### src/gsd_pkg.sv
`default_nettype none

package gsd_pkg;

   localparam int GYRO_W      = 16;
   localparam int STEP_W      = 16;
   localparam int CHANGE_W    = 16;
   localparam int PERIOD_W    = 6;
   localparam int VOTE_W      = 6;
   localparam int CSR_INDEX_W = 2;
   localparam int CSR_DATA_W  = 16;

   localparam logic [CHANGE_W-1:0] MIN_CHANGE_RESET  = 16'd500;
   localparam logic [CHANGE_W-1:0] MAX_CHANGE_RESET  = 16'd5000;
   localparam logic [PERIOD_W-1:0] VOTE_PERIOD_RESET = 6'd30;
   localparam logic [VOTE_W-1:0]   VOTE_MAX          = 6'd63;

   typedef enum logic [1:0] {
      AXIS_NONE = 2'd0,
      AXIS_X    = 2'd1,
      AXIS_Y    = 2'd2,
      AXIS_Z    = 2'd3
   } axis_type;

   typedef enum logic [CSR_INDEX_W-1:0] {
      REG_MIN_CHANGE  = 2'd0,
      REG_MAX_CHANGE  = 2'd1,
      REG_VOTE_PERIOD = 2'd2
   } reg_index_type;

   typedef struct packed {
      logic [CHANGE_W-1:0] min_change;
      logic [CHANGE_W-1:0] max_change;
      logic [PERIOD_W-1:0] vote_period;
   } cfg_type;

   // strict maximum of three unsigned values, none on a tie
   function automatic axis_type strict_winner(input logic [CHANGE_W-1:0] a,
                                              input logic [CHANGE_W-1:0] b,
                                              input logic [CHANGE_W-1:0] c);
      axis_type w;
      if (a > b && a > c) begin
         w = AXIS_X;
      end else if (b > a && b > c) begin
         w = AXIS_Y;
      end else if (c > a && c > b) begin
         w = AXIS_Z;
      end else begin
         w = AXIS_NONE;
      end
      return w;
   endfunction

endpackage

`default_nettype wire

### src/gyro_step_detector_unit.sv
`default_nettype none

// Gyro step detector. Takes one three-axis gyro sample per cycle on the req_
// channel; every SAMPLES_PER_UPDATE samples it closes a batch and, via the
// queue and back pipeline registers, delivers one result on rsp_ (running
// step count, active axis, step flag); samples that do not close a batch give
// no result. The front sums the batch, a two-entry queue holds finished batch
// sums, and the back divides the sums by the batch size (reciprocal multiply,
// two stages), runs the per-axis update and voting, then the
// midpoint-crossing step test. The sustained rate is one sample per cycle;
// the back pipeline halts only while a result waits on rsp_ready, and then
// the queue lets the front keep taking samples until two batches are pending.
// Registers on csr_: 0 min_change, 1 max_change, 2 vote_period; other indexes
// are ignored. Write them only while the block is idle.
module gyro_step_detector_unit #(
   parameter int SAMPLES_PER_UPDATE = 10
) (
   input  wire logic                                 clock,
   input  wire logic                                 reset,
   input  wire logic                                 csr_wr_en,
   input  wire logic [gsd_pkg::CSR_INDEX_W-1:0]      csr_index,
   input  wire logic [gsd_pkg::CSR_DATA_W-1:0]       csr_data,
   input  wire logic                                 req_valid,
   output logic                                      req_ready,
   input  wire logic signed [gsd_pkg::GYRO_W-1:0]    req_gyro_x,
   input  wire logic signed [gsd_pkg::GYRO_W-1:0]    req_gyro_y,
   input  wire logic signed [gsd_pkg::GYRO_W-1:0]    req_gyro_z,
   output logic                                      rsp_valid,
   input  wire logic                                 rsp_ready,
   output logic [gsd_pkg::STEP_W-1:0]                rsp_step_total,
   output logic [1:0]                                rsp_active_axis,
   output logic                                      rsp_step_seen
);
   import gsd_pkg::*;

   // batch sum is wider than one sample by the ceiling of log2 of the batch size
   localparam int SUM_W = GYRO_W + $clog2(SAMPLES_PER_UPDATE);
   localparam int Q_W   = 3 * SUM_W;

   cfg_type           cfg_ff;
   logic              push_valid;
   logic              push_ready;
   logic [Q_W-1:0]    push_data;
   logic              pop_valid;
   logic              pop_ready;
   logic [Q_W-1:0]    pop_data;

   // configuration registers
   always_ff @(posedge clock) begin
      if (reset) begin
         cfg_ff.min_change  <= MIN_CHANGE_RESET;
         cfg_ff.max_change  <= MAX_CHANGE_RESET;
         cfg_ff.vote_period <= VOTE_PERIOD_RESET;
      end else if (csr_wr_en) begin
         case (csr_index)
            REG_MIN_CHANGE:  cfg_ff.min_change  <= csr_data;
            REG_MAX_CHANGE:  cfg_ff.max_change  <= csr_data;
            REG_VOTE_PERIOD: cfg_ff.vote_period <= csr_data[PERIOD_W-1:0];
            default: begin
            end
         endcase
      end
   end

   // front: batch accumulation
   gsd_front #(
      .SAMPLES (SAMPLES_PER_UPDATE),
      .SUM_W   (SUM_W)
   ) u_front (
      .clock      (clock),
      .reset      (reset),
      .req_valid  (req_valid),
      .req_ready  (req_ready),
      .req_gyro_x (req_gyro_x),
      .req_gyro_y (req_gyro_y),
      .req_gyro_z (req_gyro_z),
      .push_valid (push_valid),
      .push_ready (push_ready),
      .push_data  (push_data)
   );

   // finished batches waiting for the back
   gsd_queue #(
      .WIDTH (Q_W),
      .DEPTH (2)
   ) u_queue (
      .clock      (clock),
      .reset      (reset),
      .push_valid (push_valid),
      .push_ready (push_ready),
      .push_data  (push_data),
      .pop_valid  (pop_valid),
      .pop_ready  (pop_ready),
      .pop_data   (pop_data)
   );

   // back: average, peaks, voting, step test, result register
   gsd_back #(
      .SAMPLES (SAMPLES_PER_UPDATE),
      .SUM_W   (SUM_W)
   ) u_back (
      .clock           (clock),
      .reset           (reset),
      .cfg             (cfg_ff),
      .pop_valid       (pop_valid),
      .pop_ready       (pop_ready),
      .pop_data        (pop_data),
      .rsp_valid       (rsp_valid),
      .rsp_ready       (rsp_ready),
      .rsp_step_total  (rsp_step_total),
      .rsp_active_axis (rsp_active_axis),
      .rsp_step_seen   (rsp_step_seen)
   );

endmodule

`default_nettype wire

### src/gsd_front.sv
`default_nettype none

module gsd_front #(
   parameter int SAMPLES = 10,
   parameter int SUM_W   = 20
) (
   input  wire logic                              clock,
   input  wire logic                              reset,
   input  wire logic                              req_valid,
   output logic                                   req_ready,
   input  wire logic signed [gsd_pkg::GYRO_W-1:0] req_gyro_x,
   input  wire logic signed [gsd_pkg::GYRO_W-1:0] req_gyro_y,
   input  wire logic signed [gsd_pkg::GYRO_W-1:0] req_gyro_z,
   output logic                                   push_valid,
   input  wire logic                              push_ready,
   output logic [3*SUM_W-1:0]                     push_data
);
   import gsd_pkg::*;

   localparam int FILL_W = $clog2(SAMPLES + 1);

   logic signed [SUM_W-1:0] sum_ff [3];
   logic signed [SUM_W-1:0] sum_in [3];
   logic [FILL_W-1:0]       fill_ff;
   logic                    batch_end;
   logic                    accept;

   assign batch_end = (fill_ff == FILL_W'(SAMPLES - 1));
   // only the batch-closing sample needs queue space
   assign req_ready = !batch_end || push_ready;
   assign accept    = req_valid && req_ready;

   assign sum_in[0] = sum_ff[0] + SUM_W'(req_gyro_x);
   assign sum_in[1] = sum_ff[1] + SUM_W'(req_gyro_y);
   assign sum_in[2] = sum_ff[2] + SUM_W'(req_gyro_z);

   assign push_valid = req_valid && batch_end;
   assign push_data  = {sum_in[2], sum_in[1], sum_in[0]};

   always_ff @(posedge clock) begin
      if (reset) begin
         fill_ff <= '0;
         for (int i = 0; i < 3; i++) sum_ff[i] <= '0;
      end else if (accept) begin
         if (batch_end) begin
            fill_ff <= '0;
            for (int i = 0; i < 3; i++) sum_ff[i] <= '0;
         end else begin
            fill_ff <= fill_ff + 1'b1;
            for (int i = 0; i < 3; i++) sum_ff[i] <= sum_in[i];
         end
      end
   end

endmodule

`default_nettype wire

### src/gsd_queue.sv
`default_nettype none

module gsd_queue #(
   parameter int WIDTH = 60,
   parameter int DEPTH = 2
) (
   input  wire logic             clock,
   input  wire logic             reset,
   input  wire logic             push_valid,
   output logic                  push_ready,
   input  wire logic [WIDTH-1:0] push_data,
   output logic                  pop_valid,
   input  wire logic             pop_ready,
   output logic [WIDTH-1:0]      pop_data
);

   localparam int PTR_W = $clog2(DEPTH);
   localparam int CNT_W = $clog2(DEPTH + 1);

   logic [WIDTH-1:0] entry_ff [DEPTH];
   logic [PTR_W-1:0] wr_ptr_ff;
   logic [PTR_W-1:0] rd_ptr_ff;
   logic [CNT_W-1:0] count_ff;
   logic             do_push;
   logic             do_pop;

   assign push_ready = (count_ff != CNT_W'(DEPTH));
   assign pop_valid  = (count_ff != '0);
   assign pop_data   = entry_ff[rd_ptr_ff];
   assign do_push    = push_valid && push_ready;
   assign do_pop     = pop_valid && pop_ready;

   always_ff @(posedge clock) begin
      if (do_push) begin
         entry_ff[wr_ptr_ff] <= push_data;
      end
   end

   always_ff @(posedge clock) begin
      if (reset) begin
         wr_ptr_ff <= '0;
         rd_ptr_ff <= '0;
         count_ff  <= '0;
      end else begin
         if (do_push) begin
            wr_ptr_ff <= (wr_ptr_ff == PTR_W'(DEPTH - 1)) ? '0 : wr_ptr_ff + 1'b1;
         end
         if (do_pop) begin
            rd_ptr_ff <= (rd_ptr_ff == PTR_W'(DEPTH - 1)) ? '0 : rd_ptr_ff + 1'b1;
         end
         if (do_push && !do_pop) begin
            count_ff <= count_ff + 1'b1;
         end else if (do_pop && !do_push) begin
            count_ff <= count_ff - 1'b1;
         end
      end
   end

endmodule

`default_nettype wire

### src/gsd_div.sv
`default_nettype none

// Two-stage signed division by a constant, truncating toward zero.
// Stage 1: magnitude times reciprocal. Stage 2: one correction step.
module gsd_div #(
   parameter int SUM_W   = 20,
   parameter int DIVISOR = 10
) (
   input  wire logic                       clock,
   input  wire logic                       enable,
   input  wire logic signed [SUM_W-1:0]    sum,
   output logic signed [gsd_pkg::GYRO_W-1:0] avg
);
   import gsd_pkg::*;

   localparam int SH      = SUM_W;
   localparam int RECIP_W = SH + 1;
   localparam int PROD_W  = SUM_W + RECIP_W;
   localparam int DIV_W   = $clog2(DIVISOR + 1);
   localparam int QN_W    = SUM_W + DIV_W;
   localparam logic [RECIP_W-1:0] RECIP = RECIP_W'((64'd1 << SH) / DIVISOR);

   logic [SUM_W-1:0]  mag;
   logic [PROD_W-1:0] prod;
   logic [SUM_W-1:0]  mag_ff;
   logic              neg_ff;
   logic [PROD_W-1:0] prod_ff;
   logic [SUM_W-1:0]  q_est;
   logic [QN_W-1:0]   q_back;
   logic [SUM_W-1:0]  rem;
   logic [SUM_W-1:0]  q_fix;
   logic [SUM_W-1:0]  q_signed;
   logic signed [GYRO_W-1:0] avg_ff;

   assign mag  = sum[SUM_W-1] ? SUM_W'(-sum) : SUM_W'(sum);
   assign prod = PROD_W'(mag) * PROD_W'(RECIP);

   // estimate is low by at most one
   assign q_est    = prod_ff[SH +: SUM_W];
   assign q_back   = QN_W'(q_est) * QN_W'(DIVISOR);
   assign rem      = mag_ff - q_back[SUM_W-1:0];
   assign q_fix    = (rem >= SUM_W'(DIVISOR)) ? q_est + 1'b1 : q_est;
   assign q_signed = neg_ff ? (~q_fix + 1'b1) : q_fix;

   always_ff @(posedge clock) begin
      if (enable) begin
         mag_ff  <= mag;
         neg_ff  <= sum[SUM_W-1];
         prod_ff <= prod;
         avg_ff  <= $signed(q_signed[GYRO_W-1:0]);
      end
   end

   assign avg = avg_ff;

endmodule

`default_nettype wire

### src/gsd_back.sv
`default_nettype none

module gsd_back #(
   parameter int SAMPLES = 10,
   parameter int SUM_W   = 20
) (
   input  wire logic                        clock,
   input  wire logic                        reset,
   input  wire gsd_pkg::cfg_type            cfg,
   input  wire logic                        pop_valid,
   output logic                             pop_ready,
   input  wire logic [3*SUM_W-1:0]          pop_data,
   output logic                             rsp_valid,
   input  wire logic                        rsp_ready,
   output logic [gsd_pkg::STEP_W-1:0]       rsp_step_total,
   output logic [1:0]                       rsp_active_axis,
   output logic                             rsp_step_seen
);
   import gsd_pkg::*;

   // whole pipeline moves together; it halts only on a held result
   logic adv;
   logic upd_fire;

   logic d1_valid_ff;
   logic d2_valid_ff;
   logic s_valid_ff;

   logic signed [GYRO_W-1:0] avg [3];

   // per-axis update state
   logic signed [GYRO_W-1:0] cur_ff  [3];
   logic signed [GYRO_W-1:0] high_ff [3];
   logic signed [GYRO_W-1:0] low_ff  [3];
   logic [VOTE_W-1:0]        votes_ff [3];
   logic [PERIOD_W-1:0]      vcount_ff;
   axis_type                 chosen_ff;

   logic signed [GYRO_W-1:0] cur_in  [3];
   logic signed [GYRO_W-1:0] high_in [3];
   logic signed [GYRO_W-1:0] low_in  [3];
   logic [VOTE_W-1:0]        votes_in [3];
   logic [VOTE_W-1:0]        votes_base [3];
   logic [PERIOD_W-1:0]      vcount_in;
   logic [PERIOD_W-1:0]      vcount_inc;
   axis_type                 chosen_in;
   logic signed [GYRO_W:0]   diff [3];
   logic [GYRO_W:0]          diff_abs [3];
   logic [CHANGE_W-1:0]      gap_mag [3];
   logic                     reject [3];
   logic [CHANGE_W-1:0]      change [3];
   axis_type                 vote_axis;
   logic                     decide;

   // step test stage
   logic                     s_armed_ff;
   axis_type                 s_axis_ff;
   logic signed [GYRO_W-1:0] s_prev_ff;
   logic signed [GYRO_W-1:0] s_cur_ff;
   logic signed [GYRO_W-1:0] s_high_ff;
   logic signed [GYRO_W-1:0] s_low_ff;
   logic                     s_armed_in;
   logic signed [GYRO_W-1:0] s_prev_in;
   logic signed [GYRO_W-1:0] s_cur_in;
   logic signed [GYRO_W-1:0] s_high_in;
   logic signed [GYRO_W-1:0] s_low_in;

   logic signed [GYRO_W:0]   peak_sum;
   logic signed [GYRO_W:0]   peak_half;
   logic signed [GYRO_W:0]   mid;
   logic signed [GYRO_W:0]   p_ext;
   logic signed [GYRO_W:0]   c_ext;
   logic                     crossed;

   logic [STEP_W-1:0]        tally_ff;
   logic [STEP_W-1:0]        tally_in;

   logic                     rsp_valid_ff;
   logic [STEP_W-1:0]        rsp_total_ff;
   logic [1:0]               rsp_axis_ff;
   logic                     rsp_seen_ff;

   assign adv       = !rsp_valid_ff || rsp_ready;
   assign pop_ready = adv;
   assign upd_fire  = d2_valid_ff && adv;

   for (genvar g = 0; g < 3; g++) begin : g_div
      gsd_div #(
         .SUM_W   (SUM_W),
         .DIVISOR (SAMPLES)
      ) u_div (
         .clock  (clock),
         .enable (adv),
         .sum    ($signed(pop_data[g*SUM_W +: SUM_W])),
         .avg    (avg[g])
      );
   end

   always_comb begin
      for (int i = 0; i < 3; i++) begin
         diff[i]     = (GYRO_W+1)'(avg[i]) - (GYRO_W+1)'(cur_ff[i]);
         diff_abs[i] = diff[i][GYRO_W] ? (GYRO_W+1)'(-diff[i]) : (GYRO_W+1)'(diff[i]);
         gap_mag[i]  = diff_abs[i][CHANGE_W-1:0];
         reject[i]   = (gap_mag[i] < cfg.min_change) || (gap_mag[i] > cfg.max_change);
         cur_in[i]   = reject[i] ? cur_ff[i] : avg[i];
         change[i]   = reject[i] ? '0 : gap_mag[i];
         high_in[i]  = (cur_in[i] > high_ff[i]) ? cur_in[i] : high_ff[i];
         low_in[i]   = (cur_in[i] < low_ff[i]) ? cur_in[i] : low_ff[i];
      end

      vcount_inc = vcount_ff + 1'b1;
      decide     = (vcount_inc >= cfg.vote_period);
      if (decide) begin
         chosen_in = strict_winner(CHANGE_W'(votes_ff[0]), CHANGE_W'(votes_ff[1]),
                                   CHANGE_W'(votes_ff[2]));
         vcount_in = '0;
         for (int i = 0; i < 3; i++) votes_base[i] = '0;
      end else begin
         chosen_in = chosen_ff;
         vcount_in = vcount_inc;
         for (int i = 0; i < 3; i++) votes_base[i] = votes_ff[i];
      end

      vote_axis = strict_winner(change[0], change[1], change[2]);
      for (int i = 0; i < 3; i++) votes_in[i] = votes_base[i];
      case (vote_axis)
         AXIS_X: begin
            if (votes_base[0] < VOTE_MAX) votes_in[0] = votes_base[0] + 1'b1;
         end
         AXIS_Y: begin
            if (votes_base[1] < VOTE_MAX) votes_in[1] = votes_base[1] + 1'b1;
         end
         AXIS_Z: begin
            if (votes_base[2] < VOTE_MAX) votes_in[2] = votes_base[2] + 1'b1;
         end
         default: begin
         end
      endcase

      // hand the chosen axis, as it stands after this update, to the step test
      s_armed_in = 1'b1;
      case (chosen_in)
         AXIS_X: begin
            s_prev_in = cur_ff[0];
            s_cur_in  = cur_in[0];
            s_high_in = high_in[0];
            s_low_in  = low_in[0];
         end
         AXIS_Y: begin
            s_prev_in = cur_ff[1];
            s_cur_in  = cur_in[1];
            s_high_in = high_in[1];
            s_low_in  = low_in[1];
         end
         AXIS_Z: begin
            s_prev_in = cur_ff[2];
            s_cur_in  = cur_in[2];
            s_high_in = high_in[2];
            s_low_in  = low_in[2];
         end
         default: begin
            s_armed_in = 1'b0;
            s_prev_in  = '0;
            s_cur_in   = '0;
            s_high_in  = '0;
            s_low_in   = '0;
         end
      endcase
   end

   // midpoint truncated toward zero
   assign peak_sum  = (GYRO_W+1)'(s_high_ff) + (GYRO_W+1)'(s_low_ff);
   assign peak_half = peak_sum + $signed({{GYRO_W{1'b0}}, peak_sum[GYRO_W]});
   assign mid       = peak_half >>> 1;
   assign p_ext     = (GYRO_W+1)'(s_prev_ff);
   assign c_ext     = (GYRO_W+1)'(s_cur_ff);
   assign crossed   = s_armed_ff && ((p_ext < mid && c_ext > mid) ||
                                     (p_ext > mid && c_ext < mid));
   assign tally_in  = tally_ff + STEP_W'(crossed);

   always_ff @(posedge clock) begin
      if (reset) begin
         d1_valid_ff  <= 1'b0;
         d2_valid_ff  <= 1'b0;
         s_valid_ff   <= 1'b0;
         rsp_valid_ff <= 1'b0;
         vcount_ff    <= '0;
         chosen_ff    <= AXIS_NONE;
         tally_ff     <= '0;
         for (int i = 0; i < 3; i++) begin
            cur_ff[i]   <= '0;
            high_ff[i]  <= '0;
            low_ff[i]   <= '0;
            votes_ff[i] <= '0;
         end
      end else if (adv) begin
         d1_valid_ff  <= pop_valid;
         d2_valid_ff  <= d1_valid_ff;
         s_valid_ff   <= d2_valid_ff;
         rsp_valid_ff <= s_valid_ff;
         if (d2_valid_ff) begin
            vcount_ff <= vcount_in;
            chosen_ff <= chosen_in;
            for (int i = 0; i < 3; i++) begin
               cur_ff[i]   <= cur_in[i];
               high_ff[i]  <= high_in[i];
               low_ff[i]   <= low_in[i];
               votes_ff[i] <= votes_in[i];
            end
         end
         if (s_valid_ff) begin
            tally_ff <= tally_in;
         end
      end
   end

   always_ff @(posedge clock) begin
      if (upd_fire) begin
         s_armed_ff <= s_armed_in;
         s_axis_ff  <= chosen_in;
         s_prev_ff  <= s_prev_in;
         s_cur_ff   <= s_cur_in;
         s_high_ff  <= s_high_in;
         s_low_ff   <= s_low_in;
      end
      if (adv && s_valid_ff) begin
         rsp_total_ff <= tally_in;
         rsp_axis_ff  <= s_axis_ff;
         rsp_seen_ff  <= crossed;
      end
   end

   assign rsp_valid       = rsp_valid_ff;
   assign rsp_step_total  = rsp_total_ff;
   assign rsp_active_axis = rsp_axis_ff;
   assign rsp_step_seen   = rsp_seen_ff;

endmodule

`default_nettype wire

### config.mk
export PLATFORM = sky130hd
export DESIGN_NAME = gyro_step_detector_unit
export DESIGN_NICKNAME = d
export VERILOG_FILES = /design/src/gsd_pkg.sv /design/src/gyro_step_detector_unit.sv /design/src/gsd_front.sv /design/src/gsd_queue.sv /design/src/gsd_div.sv /design/src/gsd_back.sv
export SDC_FILE = /design/constraint.sdc
export NUM_CORES = 2
export LEC_CHECK = 0
export BUFFER_PORTS_ARGS = -buffer_cell sky130_fd_sc_hd__buf_2
export CELL_PAD_IN_SITES_DETAIL_PLACEMENT = 1
export CELL_PAD_IN_SITES_GLOBAL_PLACEMENT = 1
export CORE_MARGIN = 5
export CORE_UTILIZATION = 44
export CTS_CLUSTER_DIAMETER = 120
export DETAILED_ROUTE_END_ITERATION = 8
export PLACE_DENSITY_LB_ADDON = 0.08
export SLEW_MARGIN = 30
export SYNTH_ARGS = -nofsm -noshare
export SYNTH_HDL_FRONTEND = slang
export SYNTH_SLANG_ARGS = --single-unit
export TNS_END_PERCENT = 100
### constraint.sdc
create_clock -name clock -period 15.01 [get_ports clock]
set_input_delay 0.7505 -clock clock [delete_from_list [all_inputs] [get_ports clock]]
set_output_delay 0.7505 -clock clock [all_outputs]
set_load 0.05 [all_outputs]
# After elaboration in Yosys (flattened, before gate mapping)
# Memory sizes are Yosys's and may differ from the RTL's. A register that Yosys moved wholly into a read port is not among the register bits.
# Cells that the tools add are included.
[word_totals]
reg_bits = 382
mem_bits_rw = 342
input_bits = 71
out_inout_bits = 21
elab_cells = 267
mem_count = 6
[memory_table]
columns = ["memory", "words", "word_bits", "read_ports", "rd_clocked_by_memory_dff", "write_ports", "line_no", "source"]
rows = [
  ["u_queue.entry_ff", 2, 60, 1, 1, 1, "gsd_queue.sv:20", "logic [WIDTH-1:0] entry_ff [DEPTH];"],
  ["u_front.sum_ff", 3, 20, 3, 0, 3, "gsd_front.sv:22", "logic signed [SUM_W-1:0] sum_ff [3];"],
  ["u_back.cur_ff", 3, 16, 3, 0, 3, "gsd_back.sv:32", "logic signed [GYRO_W-1:0] cur_ff [3];"],
  ["u_back.high_ff", 3, 16, 3, 0, 3, "gsd_back.sv:33", "logic signed [GYRO_W-1:0] high_ff [3];"],
  ["u_back.low_ff", 3, 16, 3, 0, 3, "gsd_back.sv:34", "logic signed [GYRO_W-1:0] low_ff [3];"],
  ["u_back.votes_ff", 3, 6, 3, 0, 3, "gsd_back.sv:35", "logic [VOTE_W-1:0] votes_ff [3];"],
]
[classes]
add_sub_neg = 33
n_mul = 6
magnitude_cmp = 35
n_eq_ne = 10
muxes = 85
n_bitwise = 21
reduce_logical = 36
[op_table]
columns = ["cell", "count"]
rows = [
  ["two-way mux 16 bit", 30],
  ["greater-than comparator 16 bit", 14],
  ["case mux 16 bit (3 select lines)", 4],
  ["two-way mux 20 bit", 9],
  ["< comparator 16 bit", 8],
  ["multiplier 20 x 17 -> 37 bit, second input constant", 3],
  ["adder 16 x 1 -> 16 bit, second input constant", 6],
  ["adder 20 x 16 -> 20 bit", 3],
  [">= comparator 20 x 4 -> 1 bit, second input constant", 3],
  ["two-way mux 6 bit", 10],
  ["negation 20 bit", 3],
  ["subtractor 20 bit", 3],
  ["multiplier 17 x 3 -> 19 bit, second input constant", 3],
  ["subtractor 16 x 16 -> 17 bit", 3],
  ["negation 16 bit", 3],
  ["NOT 16 bit", 3],
  ["greater-than comparator 6 bit", 6],
  ["adder 6 x 1 -> 6 bit, second input constant", 4],
  ["two-way mux 1 bit", 21],
  ["< comparator 6 bit, second input constant", 3],
  ["two-way mux 18 bit", 1],
  ["two-way mux 2 bit", 9],
  ["OR 1 bit", 18],
  ["adder 16 x 16 -> 17 bit", 1],
  ["19 further kinds", 55],
]

# Depth between registers and ports, before layout
# An unclocked memory read counts as a cell.
[depth]
ltp_word = 15
ltp_mapped = 45
depth_no_buf = 40

# Modules after synthesis
# From an unflattened synthesis, not the netlist that was laid out.
[unflattened]
hier_cells = 6772
hier_area_um2 = 67753.7
[modules_own_cells]
columns = ["mod", "n_inst", "cells_per_inst", "area_per_inst_um2", "seq_area_each_um2"]
rows = [
  ["gsd_back", 1, 2704, 25518.2, 8007.7],
  ["gsd_div (u_back.g_div[0].u_div)", 1, 1069, 10343.7, 1591.5],
  ["gsd_div (u_back.g_div[2].u_div)", 1, 1050, 10291.1, 1591.5],
  ["gsd_div (u_back.g_div[1].u_div)", 1, 1005, 10043.4, 1591.5],
  ["gsd_front", 1, 580, 5462.7, 1881.8],
  ["gsd_queue", 1, 211, 4536.9, 3703.6],
  ["gyro_step_detector_unit", 1, 153, 1557.7, 760.7],
]

# Least setup slack after synthesis
# Ideal clock, no wire load.
[synth_path]
path_type = "input to register"
from = "in rsp_ready"
to = "mem u_back.cur_ff[0][0] (enable)"
setup_ns = 0.515
arrival_ns = 9.830
t_required_ns = 14.495
slack_ns = 4.665
cell_stages = 6
n_path_buf = 0
cell_sequence = "nor2b_1 > inv_1 > nand2_1 > inv_1 > nor2_1 > inv_1"
[synth_rtl]
columns = ["element", "line_no", "source"]
rows = [
  ["from (decl)", "gyro_step_detector_unit.sv:29", "input wire logic rsp_ready,"],
  ["to (decl)", "gsd_back.sv:32", ""],
]

==> flow_summary_export.csv <==
group,metric,value,unit
clock_network,cts_buffers,85,
sta,totalNegativeSetupSlack,0,ps
layout,diodes,0,
sta,hold_viol,0,
setup_path,r2r_end,"u_back.s_high_ff[4]",
die,start_util,44.3,%
routing,wl_per_cell,21.6,um
yosys,yosys_most_used_dff,"edfxtp_1",
setup_path,end_kind,"flip-flop",
clock_network,cts_root_buf,"clkbuf_16",
yosys,syn_inst,6579,
sta,setup_viol,0,
min_path,worstHoldPathType,"in -> reg",
setup_path,critical_path.endpoint,"u_back.s_high_ff[4]",
sta,worst_pin_slew,978,ps
sta,relSlewSlack,34.1,%
yosys,seq_area_frac_synth,29.6,%
setup_path,timing_worst_setup_path_type,"reg -> reg",
yosys,synthDistinctLibCells,99,
setup_path,r2r_start,"u_back.cur_ff[0][0]",
yosys,synth_nets,8000,
setup_path,start_kind,"flip-flop",
global_route,gr-total-overflow,0,
clock_network,cts_tree,"built",
layout,nets,8112,
yosys,avgSynthCellArea,9.81,sq um
yosys,synth_area_leaders,"edfxtp_1 (27%), ha_1 (20%), fa_1 (10%)",
routing,drt_iter0_drc,2616,
outcome,status,"complete, no violations",
layout,fin_area,70400,sq um
routing,wirelength,187000,um
setup_path,critPathRequiredTime,15430,ps
global_route,grt_start_max_net_pins,72,
die,fp.coreArea,146000,sq um
placement,hpwl,151000,um
sta,slew_violations,0,
layout,area_growth,9.14,%
setup_path,crit_path_max_incr_delay,690,ps
layout,n_fill_cell,16300,
placement,gp_routability_congestion,0.896,
routing,vias,48300,
global_route,grt_usage,24.2,%
setup_path,ff2ff_path_depth,38,
clock_network,cts.sinks,662,
routing,viasPerCell,5.57,
clock_network,hold_buffers,0,
clock_network,htree_levels,3,
layout,drive_gt1_share,5.45,%
global_route,grt_pass1_vias,51300,
setup_path,crit_arrival,10610,ps
global_route,grt_pass1_wl,292000,um
sta,holdWs,280,ps
setup_path,crit_start,"u_back.cur_ff[0][0]",
die,rows,140,
yosys,netlist_area,64500,sq um
routing,drcViolationCount,0,
sta,rsz0062_at_grt,"false",
yosys,synth-edff-count,587,
clock_network,cts_setup_buffers,0,
routing,final_antenna_net_count,0,
setup_path,r2r_slack,4820,ps
die,fp.dieArea,154000,sq um
yosys,ys_seq_elements,662,
placement,numPortBuffers,91,
yosys,yosysTopAreaCellShare,27.3,%
yosys,synth_top_area_cell,"edfxtp_1",
routing,first_pass_iters,8,
die,die_w,393,um
job,max_cap_violations,0,
die,io-pin-count,92,
sta,fin_crit,10190,ps
sta,min_period_over_period,67.9,%
clock_network,cts_resized,0,
clock_network,path_clk_slew,60,ps
clock_network,clock_path_buffers,3,
setup_path,critPathMaxFanout,47,
setup_path,slowest_stage,"mux2i_1",
yosys,yosysWarningCount,0,
die,die_h,393,um
placement,place_area,67500,sq um
sta,fmax,0.0981,GHz
yosys,async_flop_share,0,%
sta,fin_skew,46.2,ps
global_route,antenna_found_initial,2,
clock_network,worstSkewPairLatency,710,ps
layout,fin_util,48.3,%
-- cells in the final DEF (no fill, tap or decap), types with 23 or more instances in the layout --
| cell | instances |
|---|---|
| ha_1 | 1013 |
| inv_1 | 844 |
| edfxtp_1 | 587 |
| nor2_1 | 550 |
| nand2_1 | 369 |
| fa_1 | 337 |
| a21oi_1 | 269 |
| xnor2_1 | 259 |
| o21ai_0 | 251 |
| mux2i_1 | 207 |
| xor2_1 | 157 |
| and2_1 | 135 |
| nor3_1 | 115 |
| a21o_1 | 112 |
| nand3_1 | 112 |
| nor2b_1 | 99 |
| nand2b_1 | 97 |
| o21a_1 | 95 |
| buf_2 | 91 |
| nand4_1 | 89 |
| clkbuf_16 | 86 |
| dfxtp_1 | 74 |
| buf_4 | 71 |
| and3_1 | 48 |
| a21boi_0 | 41 |
| o22ai_1 | 40 |
| a31oi_1 | 38 |
| or3_1 | 34 |
| o32ai_1 | 26 |
| a211oi_1 | 23 |
-- worst min path at each step --
stage | from | endpoint | cells after the start
global route | csr_data[8] | cfg_ff[30] | 2
CTS | csr_data[12] | cfg_ff[18] | 2
detailed placement | u_back.s_axis_ff[1] | u_back.rsp_active_axis[1] | 0
global placement | u_back.s_axis_ff[0] | u_back.rsp_active_axis[0] | 0
finish | csr_data[12] | cfg_ff[18] | 2
floorplan | u_back.s_axis_ff[0] | u_back.rsp_active_axis[0] | 0
-- layout make-up --
cell class	instances	area, sq um	share of cell area [%]
Tap cell	1917	2400	3.41
Clock inverter	47	622	0.883
Clock buffer	107	2250	3.20
Sequential cell	662	19100	27.2
Timing Repair Buffer	164	1030	1.46
Multi-Input combinational cell	4930	41800	59.3
Inverter	848	3190	4.53
-- stage by stage --
stage          instances  setup WS, ps
5_1_grt             8675          4090
3_3_place_gp        8520          4970
4_1_cts             8675          4910
2_1_floorplan       6579          4660
6_report            8675          4820
3_5_place_dp        8521          4920
-- critical path, delay by kind of cell, from the launching register on --
family / cells / cell delay [ps]
AO/OA/AOI/OAI: 21 / 4030
XOR/XNOR: 1 / 450
adder cells (fa/ha/maj): 4 / 1260
buffers and inverters: 2 / 760
flip-flops: 1 / 460
multiplexers: 2 / 1080
AND/OR/NAND/NOR: 8 / 1770
-- flip-flops by register name, indices dropped and copies added, names as in the netlist, 3 cells and up, named ones only --
name	cells
u_back.g_div.u_div.mag_ff	57
u_back.cur_ff	48
u_back.s_low_ff	16
u_back.rsp_step_total	16
u_back.s_cur_ff	16
u_back.g_div.u_div.prod_ff	51
u_back.tally_ff	16
u_back.high_ff	48
u_front.fill_ff	4
u_back.votes_ff	18
cfg_ff	38
u_front.sum_ff	60
u_queue.entry_ff	120
u_back.vcount_ff	6
u_back.s_prev_ff	16
u_back.g_div.u_div.avg	48
u_back.s_high_ff	16
u_back.low_ff	48
u_back.g_div.u_div.neg_ff	3
-- cells in the mapped netlist (12+ instances only) --
library cell and number:
a2111oi_0 12, a211o_1 21, a211oi_1 24, a21boi_0 41
a21o_1 112, a21oi_1 273, a31oi_1 38, and2_1 135
and3_1 48, and4_1 13, buf_1 17, clkbuf_1 111
dfxtp_1 75, edfxtp_1 587, fa_1 337, ha_1 1013
inv_1 848, mux2i_1 208, nand2_1 370, nand2b_1 98
nand3_1 113, nand3b_1 15, nand4_1 89, nor2_1 554
nor2b_1 99, nor3_1 116, nor3b_1 24, nor4_1 23
o211ai_1 19, o21a_1 95, o21ai_0 259, o21bai_1 12
o221ai_1 22, o22ai_1 41, o31ai_1 21, o32ai_1 26
or2_2 18, or3_1 34, or4_1 12, xnor2_1 259
xor2_1 157
-- per-layer routing --
layer / up-vias / track usage, % / share of wire [%]
met5: - / 0 / 0
met4: 0 / 7.25 / 3.2
met3: 256 / 2.89 / 3.7
met2: 808 / 41.2 / 47
met1: 23900 / 32.3 / 46
li1: 23400 / - / -
-- logic make-up (layout without fill, tap and decap cells) --
group | Yosys count | after routing | synth area share (%)
xor gates and xnor gates | 417 | 417 | 5.67
AOI/OAI and AO/OA | 1160 | 1160 | 11.9
DFF | 662 | 662 | 29.6
adders and majority gates | 1350 | 1350 | 30.1
and+or+nand+nor | 1787 | 1787 | 13.6
buffers and inverters | 987 | 1166 | 5.79
muxes | 216 | 216 | 3.37
Power is left out: the tool's default activity adds up to more than one toggle a clock period on the data nets, which glitch-free logic cannot reach.
